==> src/rtl/cpr_ram.sv <==
// Generic single-port RAM with registered read data.
`timescale 1ns / 1ps

module cpr_ram #(
    parameter int WIDTH = 8,
    parameter int DEPTH = 256
) (
    input  logic                     i_clk,
    input  logic                     i_re,
    input  logic                     i_we,
    input  logic [$clog2(DEPTH)-1:0] i_addr,
    input  logic [WIDTH-1:0]         i_wdata,
    output logic [WIDTH-1:0]         o_rdata
);

    logic [WIDTH-1:0] r_mem [DEPTH];
    logic [WIDTH-1:0] r_rdata;

    // Write port and registered read port; read data holds between reads.
    always_ff @(posedge i_clk) begin
        if (i_we) begin
            r_mem[i_addr] <= i_wdata;
        end
        if (i_re) begin
            r_rdata <= r_mem[i_addr];
        end
    end

    assign o_rdata = r_rdata;

endmodule

==> config.mk <==
export PLATFORM = sky130hd
export DESIGN_NAME = cpr_ram
export DESIGN_NICKNAME = d
export VERILOG_FILES = /design/src/rtl/cpr_ram.sv
export SDC_FILE = /design/constraint.sdc
export NUM_CORES = 2
export LEC_CHECK = 0
export ABC_AREA = 0
export BUFFER_PORTS_ARGS = -buffer_cell sky130_fd_sc_hd__buf_2
export CAP_MARGIN = 10
export CORE_UTILIZATION = 40
export CTS_BUF_LIST = sky130_fd_sc_hd__clkbuf_2
export DETAILED_ROUTE_END_ITERATION = 8
export HOLD_SLACK_MARGIN = 0.05
export PLACE_DENSITY = 0.5
export SKIP_CTS_REPAIR_TIMING = 1
export SYNTH_ARGS = -nofsm -noshare
export SYNTH_HDL_FRONTEND = slang
export SYNTH_SLANG_ARGS = --single-unit
==> constraint.sdc <==
create_clock -name i_clk -period 2.9 [get_ports i_clk]
set_input_delay 0.145 -clock i_clk [delete_from_list [all_inputs] [get_ports i_clk]]
set_output_delay 0.145 -clock i_clk [all_outputs]
set_load 0.01 [all_outputs]
After elaboration in Yosys (flattened, before gate mapping)
Memories as Yosys holds them, arrays and structs flattened. A register that Yosys moved wholly into a read port is not among the register bits.
Cells that the tools add are included.
{ "op_classes": {"muxes": 2} }
{ "ops": {"columns": ["cell", "n"], "rows": [
  ["$mux 1", 2]
]} }
{ "word_totals": {"n_memories": 1, "ram_bits": 2048, "elab_cells": 3, "inputBits": 19, "regBits": 0} }
{ "mem_list": {"columns": ["name", "depth", "width", "rd", "rd_ports_with_merged_regs", "write_ports", "line", "rtl"], "rows": [
  ["r_mem", 256, 8, 1, 1, 1, "16", "logic [WIDTH-1:0] r_mem [DEPTH];"]
]} }

Logic depth before layout (Yosys ltp)
{ "logic_depth": {"depth_word": 2, "ltp_mapped": 10} }

Worst setup path after synthesis
OpenSTA, ideal clock, no wires.
{ "synth_timing": {"path_kind": "input-to-reg", "start": "input port i_addr[1]", "end": "memory r_mem[111][0] (enable)", "path_buffers": 5, "arrival_ns": 1.994, "path_stages": 9, "setup_time_ns": 0.370, "path_slack_ns": 0.536, "cell_sequence": "buf_2 clkbuf_1 clkbuf_1 nand2_1 buf_2 nor2_1 nand2_1 clkbuf_1 nor2_1"} }
{ "synth_lines": {"columns": ["item", "line", "rtl"], "rows": [
  ["start: declaration", "11", "input logic [$clog2(DEPTH)-1:0] i_addr,"],
  ["end: declaration", "16", null]
]} }
Straight into the memory's write port.

==> metrics <==
drt wl/cell 28.87 um; cell area after synthesis 78,570 um2; Num CTS Buffers between 500 and 600; max cap viols 0; CP Capture Type register; post-synth top area share about four fifths; fin crit share 105.2%; Seq/Total Area, Yosys about four fifths; WHS between 100 and 150 ps; overall global routing resource usage between 20% and 30%; synth unique cells 21; setup slack, reg-to-reg approximately 20 ps; crit path time final about 3000 ps; Num Clock Sinks around 2,000; Final Util 47.08%; Worst Hold End o_rdata[5]$_DFFE_PP_; HP Class in -> reg; antenna violations before repair 12; DP Cell Count roughly 6,600; H-tree levels 6; CP Class in -> reg; Req. time, crit path ~4400 ps; share of layout cells above drive strength 1 slightly above 40%; I/O Pins 27; chip height ~450 um; commonest non-fill, non-tap cell in the layout edfxtp_1; Synthesized Nets between 3,000 and 4,000; Vias between 40,000 and 50,000; path depth of the worst reg2reg path 7; Placed Area ~86,000 um2; final global-route overflow total 0; failing checks setup timing; flops & latches, synth between 2,000 and 2,500; Post-Route WL 217,400 um; FP Rows 162; WHS Path Cells 8; CP startpoint kind input pin; vias in the first global route 42,390; Worst R2R End o_rdata[7]$_DFFE_PP_; filler-free cell count of the finished design between 7,000 and 8,000; fillers 16,690; met2 routed WL 103,800 um; worst-skew pair later-pin latency between 1500 and 2000 ps; Leakage between 30 and 40 nW; clk slew on worst S/H paths ~100 ps; Max FO, Critical Path 29; status finished, violations left; Layout area overhead 16.85%; setup tns final -380.2 ps; clock buffer depth 4; first-pass GRT wire length 309,300 um; WL met1 95,580 um; clk root buf clkbuf_2; final worst slack -150.8 ps; Worst Max-Slew Pin Slew around 1200 ps; f_max roughly 0.33 GHz; Vias/cell roughly 5.5; cell taking the most area after synthesis edfxtp_1; endpoints failing setup 5; most frequent cells in the layout edfxtp_1, clkbuf_2, buf_4; Peak supply drop 397.2 uV; Slew Limit Fails 0; highest metal used met4; Worst Skew between 100 and 150 ps; die area about 200,000 um2; DP Worst Slack -629.3 ps; CTS tree built; top cells by area, synth edfxtp_1, mux4_2, a22oi_1; met3 WL around 13,000 um; Worst R2R Start r_mem[239][7]$_DFFE_PP_; GPL Wtd Cong 0.8350; maximum number of pins on one net before global-route repair between 100 and 150; port bufs 26; TritonRoute pass-1 iters 7; antenna-violating nets left 0; die width ~450 um; drc violations 0; Rel. slew slack between 10% and 20%; Initial Utilization 40.30%; nets@finish ~4,600; final instance area a little over 90,000 um2; overall power 55.38 mW; endpoints failing hold 0; hold_sp i_addr[5]; Core Footprint just under 200,000 um2; DP Wirelength approximately 130,000 um; Cells after Synth ~3,500; Pwr per Cell Area 603.2 nW/um2; yosys warns 0; mean area per synthesized cell roughly 22 um2; Worst Path Arrival 4560 ps; 1st-iter DRT viols 4,013
cell type report:
| class | count | area, um2 | area share, % |
|---|---|---|---|
| Sequential cell | 2056 | 61740 | 67.25 |
| Tap cell | 2624 | 3283 | 3.576 |
| Clock buffer | 784 | 3924 | 4.274 |
| Clock inverter | 109 | 580.6 | 0.6323 |
| Antenna cell | 11 | 27.53 | 0.02998 |
| Timing Repair Buffer | 687 | 6444 | 7.018 |
| Multi-Input combinational cell | 1258 | 15810 | 17.22 |
| Inverter | 1 | 3.754 | 0.004088 |
cells in the mapped netlist (all sizes together):
cell,n
inv,1
buf,87
nand2b,6
or3,1
nor2,232
a21oi,128
edfxtp,2056
a22oi,256
and2,3
nand4,8
or2,2
nor2b,7
o41ai,32
nor3,30
nand3,13
mux4,512
nand2,28
clkbuf,145
kinds of logic (layout without fill, tap and decap cells):
group,count (synthesis),count (layout),share of synthesized area [%]
compound gates,416,416,3.618
mux,512,512,14.68
simple gates,330,330,1.731
flops,2056,2056,78.58
buf+inv,233,1581,1.400
other cells,0,11,0
report_power, final:
| part | internal [mW] | switching (mW) | total, mW |
|---|---|---|---|
| clock network | 7.67 | 11.7 | 19.3 |
| logic | 1.30 | 1.98 | 3.28 |
| registers | 32.7 | 0.0448 | 32.8 |
how the worst max path moves through the flow:
| stage | from | end | slack, ps | cells after the start |
|---|---|---|---|---|
| 2_1_floorplan | i_addr[1] | r_mem[111][0]$_DFFE_PP_ | 540 | 9 |
| 3_3_place_gp | i_addr[0] | o_rdata[3]$_DFFE_PP_ | -1000 | 9 |
| 3_5_place_dp | i_addr[0] | o_rdata[7]$_DFFE_PP_ | -630 | 9 |
| 4_1_cts | o_rdata[7]$_DFFE_PP_ | o_rdata[7] | -130 | 1 |
| 5_1_grt | o_rdata[3]$_DFFE_PP_ | o_rdata[3] | -40 | 1 |
| 6_report | i_addr[3] | o_rdata[7]$_DFFE_PP_ | -150 | 12 |
critical path: stages:
cell	delay, ps
dlygate4sd3_1	560
buf_2	150
dlygate4sd3_1	850
nor2b_4	70
dlygate4sd3_1	730
buf_12	240
a22oi_1	210
buf_4	160
a21oi_1	190
o41ai_1	880
buf_4	250
nand4_1	80
metal layers:
metal	vias to the layer above	global-route usage (%)
li1	17420	-
met1	22120	31.34
met2	1492	33.99
met3	301	4.217
met4	0	6.769
met5	-	0
registers in the layout, indices dropped and copies added (netlist names):
name / count
o_rdata: 8
r_mem: 2048
No activity file was read; power rests on OpenSTA's default activity.
