==> config.mk <==
export PLATFORM = sky130hd
export DESIGN_NAME = cpr_ctrl
export DESIGN_NICKNAME = d
export VERILOG_FILES = /design/src/rtl/cpr_pkg.sv /design/src/rtl/cpr_ctrl.sv
export SDC_FILE = /design/constraint.sdc
export NUM_CORES = 1
export LEC_CHECK = 0
export ABC_CLOCK_PERIOD_IN_PS = 13100
export BUFFER_PORTS_ARGS = -buffer_cell sky130_fd_sc_hd__clkbuf_2
export CAP_MARGIN = 20
export CORE_MARGIN = 2
export CORE_UTILIZATION = 50
export CTS_CLUSTER_DIAMETER = 80
export CTS_CLUSTER_SIZE = 16
export DETAILED_ROUTE_END_ITERATION = 16
export PLACE_DENSITY = 0.67
export SYNTH_ARGS = -nofsm -noshare
export SYNTH_HDL_FRONTEND = slang
export SYNTH_SLANG_ARGS = --single-unit
==> constraint.sdc <==
create_clock -name i_clk -period 13.1 [get_ports i_clk]
set_input_delay 1.31 -clock i_clk [delete_from_list [all_inputs] [get_ports i_clk]]
set_output_delay 1.31 -clock i_clk [all_outputs]
set_load 0.005 [all_outputs]
==> src/rtl/cpr_pkg.sv <==
// Shared constants, types and helper functions for the clock page replacement block.
`timescale 1ns / 1ps

package cpr_pkg;

    // Sizes of the frame table and of the page descriptors.
    localparam int NUM_FRAMES = 256;
    localparam int PID_BITS   = 16;
    localparam int VPN_BITS   = 36;

    localparam int FRAME_W = $clog2(NUM_FRAMES);
    localparam int RING_W  = $clog2(NUM_FRAMES + 1);
    localparam int CFG_W   = 9;
    localparam int CMP_W   = (CFG_W > RING_W) ? CFG_W : RING_W;
    localparam int ENTRY_W = PID_BITS + VPN_BITS;

    localparam logic [CFG_W-1:0] CFG_RESET = CFG_W'(256);

    // Request codes.
    localparam logic ACT_TOUCH   = 1'b0;
    localparam logic ACT_REPLACE = 1'b1;

    // Status codes.
    localparam logic STAT_OK    = 1'b0;
    localparam logic STAT_RANGE = 1'b1;

    // Sequencer states.
    typedef enum logic [1:0] {
        ST_IDLE,
        ST_SWEEP,
        ST_WRITE,
        ST_DONE
    } t_state;

    // Access to the descriptor memory.
    typedef struct packed {
        logic               re;
        logic               we;
        logic [FRAME_W-1:0] addr;
        logic [ENTRY_W-1:0] wdata;
    } t_ram_req;

    // Finished result handed to the output register.
    typedef struct packed {
        logic               load;
        logic               status;
        logic [FRAME_W-1:0] victim;
        logic               old_valid;
    } t_result;

    // Clamp the configured ring size to the range 1 .. NUM_FRAMES.
    function automatic logic [RING_W-1:0] ring_size(input logic [CFG_W-1:0] cfg);
        logic [CMP_W-1:0] v;
        v = CMP_W'(cfg);
        if (v == '0) begin
            return RING_W'(1);
        end
        if (v > CMP_W'(NUM_FRAMES)) begin
            return RING_W'(NUM_FRAMES);
        end
        return RING_W'(v);
    endfunction

    // Advance a frame index one step around the ring.
    function automatic logic [FRAME_W-1:0] next_frame(input logic [FRAME_W-1:0] h,
                                                      input logic [RING_W-1:0]  n);
        logic [RING_W-1:0] s;
        s = RING_W'(h) + RING_W'(1);
        return (s >= n) ? '0 : FRAME_W'(s);
    endfunction

endpackage

==> src/rtl/cpr_ctrl.sv <==
// Sequencer for the clock sweep: reference and valid bits, clock hand and ring size.
`timescale 1ns / 1ps

module cpr_ctrl (
    input  logic                          i_clk,
    input  logic                          i_rst_n,
    input  logic                          i_valid,
    output logic                          o_ready,
    input  logic                          i_action,
    input  logic [cpr_pkg::FRAME_W-1:0]   i_frame,
    input  logic [cpr_pkg::PID_BITS-1:0]  i_new_pid,
    input  logic [cpr_pkg::VPN_BITS-1:0]  i_new_vpn,
    input  logic                          i_cfg_we,
    input  logic [cpr_pkg::CFG_W-1:0]     i_cfg_data,
    input  logic                          i_out_free,
    output cpr_pkg::t_ram_req             o_ram,
    output cpr_pkg::t_result              o_res
);

    import cpr_pkg::*;

    t_state                r_state, n_state;
    logic [NUM_FRAMES-1:0] r_ref, n_ref;
    logic [NUM_FRAMES-1:0] r_valid, n_valid;
    logic [FRAME_W-1:0]    r_hand, n_hand;
    logic [FRAME_W-1:0]    r_ptr, n_ptr;
    logic [CFG_W-1:0]      r_frames;
    logic                  r_status, n_status;
    logic                  r_old_valid, n_old_valid;
    logic [PID_BITS-1:0]   r_pid;
    logic [VPN_BITS-1:0]   r_vpn;
    logic [RING_W-1:0]     ring_n;
    logic                  accept;
    logic [FRAME_W-1:0]    step_ptr;

    assign ring_n   = ring_size(r_frames);
    assign accept   = i_valid && (r_state == ST_IDLE);
    assign o_ready  = (r_state == ST_IDLE);

    // The one shared ring stepper, used for the sweep pointer and the hand.
    assign step_ptr = next_frame(r_ptr, ring_n);

    // Next state and memory requests.
    always_comb begin
        n_state     = r_state;
        n_ref       = r_ref;
        n_valid     = r_valid;
        n_hand      = r_hand;
        n_ptr       = r_ptr;
        n_status    = r_status;
        n_old_valid = r_old_valid;
        o_ram       = '{re: 1'b0, we: 1'b0, addr: r_ptr, wdata: {r_pid, r_vpn}};
        o_res       = '{load: 1'b0, status: r_status, victim: r_ptr,
                        old_valid: r_old_valid};
        case (r_state)
            ST_IDLE: begin
                if (accept) begin
                    n_status    = STAT_OK;
                    n_old_valid = 1'b0;
                    if (i_action == ACT_TOUCH) begin
                        // Touch: flag frames outside the ring, mark resident pages.
                        n_ptr = '0;
                        if (RING_W'(i_frame) >= ring_n) begin
                            n_status = STAT_RANGE;
                        end else if (r_valid[i_frame]) begin
                            n_ref[i_frame] = 1'b1;
                        end
                        n_state = ST_DONE;
                    end else begin
                        // Replace: start at the hand, or at frame 0 if the ring shrank.
                        n_ptr   = (RING_W'(r_hand) >= ring_n) ? '0 : r_hand;
                        n_state = ST_SWEEP;
                    end
                end
            end
            ST_SWEEP: begin
                if (r_ref[r_ptr]) begin
                    // Second chance: clear the bit and move on.
                    n_ref[r_ptr] = 1'b0;
                    n_ptr        = step_ptr;
                end else begin
                    // Victim found: fetch its old descriptor.
                    o_ram.re       = 1'b1;
                    n_old_valid    = r_valid[r_ptr];
                    n_valid[r_ptr] = 1'b1;
                    n_hand         = step_ptr;
                    n_state        = ST_WRITE;
                end
            end
            ST_WRITE: begin
                // Old descriptor is now in the read register; store the new page.
                o_ram.we = 1'b1;
                n_state  = ST_DONE;
            end
            ST_DONE: begin
                if (i_out_free) begin
                    o_res.load = 1'b1;
                    n_state    = ST_IDLE;
                end
            end
            default: begin
                n_state = ST_IDLE;
            end
        endcase
    end

    // Control state.
    always_ff @(posedge i_clk) begin
        if (!i_rst_n) begin
            r_state  <= ST_IDLE;
            r_ref    <= '0;
            r_valid  <= '0;
            r_hand   <= '0;
            r_frames <= CFG_RESET;
        end else begin
            r_state <= n_state;
            r_ref   <= n_ref;
            r_valid <= n_valid;
            r_hand  <= n_hand;
            if (i_cfg_we) begin
                r_frames <= i_cfg_data;
            end
        end
    end

    // Request payload and result fields.
    always_ff @(posedge i_clk) begin
        r_ptr       <= n_ptr;
        r_status    <= n_status;
        r_old_valid <= n_old_valid;
        if (accept) begin
            r_pid <= i_new_pid;
            r_vpn <= i_new_vpn;
        end
    end

endmodule

Yosys cells after proc, flatten, opt, wreduce, memory -nomap -nowiden
Index checks and enable logic that the tools add are counted.
W data, S select, Z words.
Cells by class
  $add $sub $neg: 1
  magnitude comparators: 8
  equality and inequality tests: 10
  muxes and demuxes: 43
  bitwise operators: 5
  reduce and logical (&&, ||, !) cells: 12
Operator list (count)
  $mux W256: 5
  $or A256 B256 Y256: 2
  $pmux W256 S2: 1
  $and A256 B256 Y256: 1
  $not A256 Y256: 1
  $mux W8: 5
  $mux W9: 4
  $bmux W1 S8: 3
  $ge A8 B9 Y1: 2
  $lt A8 B9 Y1 const B: 2
  $demux W1 S8: 2
  $ge A8 B1 Y1 const B: 2
  $mux W1: 16
  $pmux W8 S2: 1
  $ne A2 B2 Y1 const B: 5
  $add A8 B1 Y9 const B: 1
  $ge A9 B9 Y1: 1
  $gt A9 B9 Y1 const B: 1
  $logic_not A9 Y1: 1
  $reduce_and A3 Y1: 3
  $mux W2: 4
  $pmux W2 S4: 1
  $reduce_and A6 Y1: 1
  $eq A2 B2 Y1 const B: 2
  8 further kinds: 12
Word-level totals
  register bits after elaboration: 593
  input port bits: 75
  output and inout bits: 74
  word-level logic and storage cells: 89

Logic depth before layout (Yosys ltp)
  depth in word-level cells: 10
  depth in mapped cells: 18
  mapped depth without buffers: 13

Worst setup path before layout
No wires, ideal clock.
  path type: register to register
  from: register r_ptr[0]
  to: register r_ptr[0], data pin
  setup time: 136 ps
  arrival time: 4834 ps
  data required time: 12964 ps
  slack: 8130 ps
  cell stages (with the launch flop): 19
  buffers on the path: 7
  clock period less this slack: 4970 ps
  cells stage by stage: edfxtp_1 > buf_6 > buf_12 > buf_8 > buf_2 > buf_2 > buf_2 > inv_1 > ha_1 > ha_1 > a21o_1 > a21o_1 > a21o_1 > a21o_1 > a21o_1 > a2111oi_1 > or2_2 > clkbuf_1 > a32o_1
Between the ends
  longest elaborated chain between the ends: 5
RTL lines
  from (decl): RTL line cpr_ctrl.sv:26  | logic [FRAME_W-1:0] r_ptr, n_ptr;
  from (signal assigned): RTL line cpr_ctrl.sv:128  | r_ptr <= n_ptr;
  $add A8 B1 Y9 (*): RTL line cpr_pkg.sv:68  | s = RING_W'(h) + RING_W'(1);
  $ge A9 B9 Y1: RTL line cpr_pkg.sv:69  | return (s >= n) ? '0 : FRAME_W'(s);
  $mux W8 (*): RTL line cpr_pkg.sv:69
  $mux W8 (*): RTL line cpr_ctrl.sv:77  | if (r_ref[r_ptr]) begin
  $pmux W8 S2 (*): RTL line cpr_ctrl.sv:55  | case (r_state)
  named net n_ptr[0]: RTL line cpr_ctrl.sv:26
Mark *: on every way through the listed nets, which the timed path passes. The rest lies on a longest branch. The select of a mux whose other input is x is not followed.
A chain may end at the register's enable or synchronous reset.

Worst setup path in the final report
  from: register r_ptr[0]
  to: register r_ref[77]
Between the ends
  longest elaborated chain between the ends: 8
  elaborated cells on any way between the ends: 13
  those cells by class: order compare (2); eq/ne (1); mux (6); bitwise (2); reduce/logical (2)
RTL lines
  $lt A8 B9 Y1 (not written as such) or $ge A8 B1 Y1 (tied branches): RTL line cpr_ctrl.sv:79  | n_ref[r_ptr] = 1'b0;
  $logic_and A1 B1 Y1 (not written as such): RTL line cpr_ctrl.sv:79
  $mux W1 (not written as such): RTL line cpr_ctrl.sv:79
  $demux W1 S8: RTL line cpr_ctrl.sv:79
  $not A256 Y256 (no line)
  $and A256 B256 Y256 (no line)
  $mux W256: RTL line cpr_ctrl.sv:77
  $pmux W256 S2: RTL line cpr_ctrl.sv:55
  to (signal assigned): RTL line cpr_ctrl.sv:117  | r_ref <= n_ref;
  to (decl): RTL line cpr_ctrl.sv:23  | logic [NUM_FRAMES-1:0] r_ref, n_ref;
Parallel ways exist; a longest one is shown, timed or not. The select of a mux whose other input is x is not followed.

==> impl_results.md <==
- Post-route ant nets: 0
- Via density: 7.15
- Status: finished, final reports clean
- Residual DRC count: 0
- Rows: 90
- Most frequent CP cell: buf_4
- WL/cell: 27.8 µm
- Most common cell after layout, fill and taps aside: dfxtp_1
- PortBufs: 148
- Die Width: 250 µm
- Register area share after synthesis: 41.2%
- Pins Over Slew Limit: 0
- Die area: 62600 µm²
- Antenna violations before repair: 1
- First-pass GRT wire length: 163 mm
- CP Class: reg2reg
- Cell family with most CP delay: buffers and inverters
- Syn avg cell area: 9.45 µm²
- Critical-path cell list: buf_4, buf_12, mux2i_1, a22oi_1, nand3_1, o21ai_0, o21ai_0, nand4_2, and2_1, inv_8, buf_4, or3_1, buf_4, o22ai_1
- Vias in the first global route: 26900
- Largest cells by area after synthesis: dfxtp_1 35%, mux4_2 10%, edfxtp_1 6.1%
- Post-Syn Area: 30300 µm²
- CTS root buf: clkbuf_16
- Layout cells sized above 1: 14.1%
- Cells after synthesis: 3206
- VDD IR max: 190 µV
- Core Box Area: 60100 µm²
- Tcrit/Tclk final: 55.4%
- Nets: 3225
- Detailed Routing Iterations Pass 1: 9
- Slowest CP cell: o21ai_0
- Count of hold-fix buffers inserted at cts: 0
- CP Data Required Time: 13570 ps
- Grt ovf: 0
- Starting Density: 50.4%
- Largest net degree at the start of global routing: 191
- Hold Violations, Final: 0
- Worst Setup Start Kind: register
- Area Overhead vs Synth: 6.05%
- Min Hold Slack: 460 ps
- Max_cap viols: 0
- Area leader, netlist: dfxtp_1
- Via Count: 27900
- Clock Skew: 22.6 ps
- Slew Limit Headroom: 17.8%
- Yosys warning total: 0
- Max frequency: 0.138 GHz
- Synth top area share: 35.1%
- Worst Tran Pin Value: 1230 ps
- Post-synth EDFFs: 62
- Crit path time final: 7260 ps
- Setup slack, reg-to-reg: 5840 ps
- CTS tree: built
- Max incr delay on CP: 870 ps
- GR Util All Layers: 33.4%
- Synthesized flop and latch total: 593
- Worst EP arrival: 7730 ps
- Synth async-reset ratio: 0%
- Max Buffers Root-to-Sink: 3
- Commonest non-fill, non-tap cells in the layout: 531 x dfxtp_1, 402 x nor2_1, 345 x nand2_1
- Die Span Y: 250 µm
- Syn nets: 3314
- Final Setup Violations: 0
- TNS Setup: 0 ps
- PwrDens: 178 nW/µm²
- Post-placement cell count: 3850
- GP Congestion: 0.956
- H-tree depth: 2
- Placed cell areas: 30900 µm²
- Primary FF master, synth: dfxtp_1
- Iter 0 DRT Violations: 3930
- Worst Hold Class: reg2reg
- Static Leak: 10.9 nW
- Non-filler cells, final: 3910
- RSZ-0062 raised after global routing: no
- Yosys cell types: 74
- Setup Buffers After CTS: 0
- Total CTS buffers: 43
- Post_cts resized: 0
- Max Fanout on Critical Path: 163
- Detailed Route WL: 109 mm
- Finished layout cell area: 32100 µm²
- WP buf/inv: 5
- # diodes: 0
- Worst-path clk slew: 70 ps
- Clk_lat worst skew: 610 ps
- Io pins: 149
- Crit. End Element: register
- CTS sink cnt: 593
- Post-DP HPWL: 65.7 mm
[synth_stat cells, types with 5 or more instances]
master	number
dfxtp_1	531
nor2_1	403
nand2_1	347
a31oi_1	243
clkbuf_1	199
mux4_2	138
mux2i_1	127
nor4_1	111
o22ai_1	108
buf_2	94
o21ai_0	89
nand3_1	85
o21bai_1	73
o32ai_1	72
a22oi_1	64
edfxtp_1	62
and2_1	45
ha_1	33
a21oi_1	29
o311ai_0	27
nor3_1	25
buf_4	24
nand2b_1	20
nor2b_1	20
mux4_1	17
a21o_1	14
a32o_1	14
a41oi_1	14
inv_1	14
o211ai_1	11
or3_1	11
buf_6	10
o31a_1	9
o31ai_1	9
a211oi_1	8
buf_1	8
or4_1	8
nand4_1	6
o21ai_2	6
buf_12	5
nor4_4	5
o21a_1	5
[power breakdown]
group	total, mW	internal [mW]	switching, mW	leakage (nW)
Combinational	2.43	0.585	1.84	5.42
Clock	1.29	0.631	0.663	0.585
Sequential	1.99	1.93	0.0573	4.87
[logic make-up after synthesis]
kind of cell / after synthesis / synth area share (%)
mux: 283 / 16.0
buf+inv: 360 / 5.78
simple gates: 1100 / 16.4
fa+ha+maj: 33 / 1.36
compound gates: 831 / 19.0
flops: 593 / 41.2
xor+xnor: 6 / 0.173
[routing by layer]
layer | wire length [µm] | global-route usage, %
met1 | 40500 | 43.1
met2 | 48600 | 51.7
met3 | 13200 | 8.21
met4 | 6190 | 18.2
met5 | 87 | 1.00
[cell type report]
type | instances | area, µm²
tap | 782 | 978
fill | 5420 | 28000
sequential | 593 | 12500
multi-input combinational | 2253 | 16100
timing repair buffer | 210 | 1260
clock buffer | 54 | 1180
inverter | 16 | 75.1
clock inverter | 2 | 13.8
[worst reg2reg max path: stages, from the launching register on]
cell and delay, ps:
edfxtp_1 400, buf_4 600, buf_12 630, mux2i_1 620, a22oi_1 100, nand3_1 160
o21ai_0 170, o21ai_0 870, nand4_2 210, and2_1 400, inv_8 730, buf_4 810
or3_1 770, buf_4 490, o22ai_1 180
[stage by stage]
stage / setup WS, ps / util, % / total power [mW]
floorplan: 8130 / - / 3.62
finish: 5840 / 53.5 / 5.71
detailed placement: 6140 / 51.4 / 4.33
CTS: 6210 / 53.4 / 5.59
global route: 5700 / 53.5 / 5.84
global placement: 6270 / 51.3 / 4.30
[path summary, 6_finish.rpt]
| path | startpoint | end | cells past startpoint |
|---|---|---|---|
| setup / recovery | r_ptr[0]$_DFFE_PP_ | r_ref[77]$_SDFFE_PN0P_ | 14 |
| setup reg to reg | r_ptr[0]$_DFFE_PP_ | r_ref[77]$_SDFFE_PN0P_ | 14 |
| hold reg to reg | r_ref[12]$_SDFFE_PN0P_ | r_ref[12]$_SDFFE_PN0P_ | 2 |
| hold / removal | r_ref[12]$_SDFFE_PN0P_ | r_ref[12]$_SDFFE_PN0P_ | 2 |
[flip-flops by register name, summed over array words and instances (netlist names), 2 cells and up]
register and count:
r_state 2, r_vpn 36, r_pid 16, r_ptr 8
r_valid 256, r_ref 256, r_hand 8, r_frames 9
(Power assumes the default switching activity.)
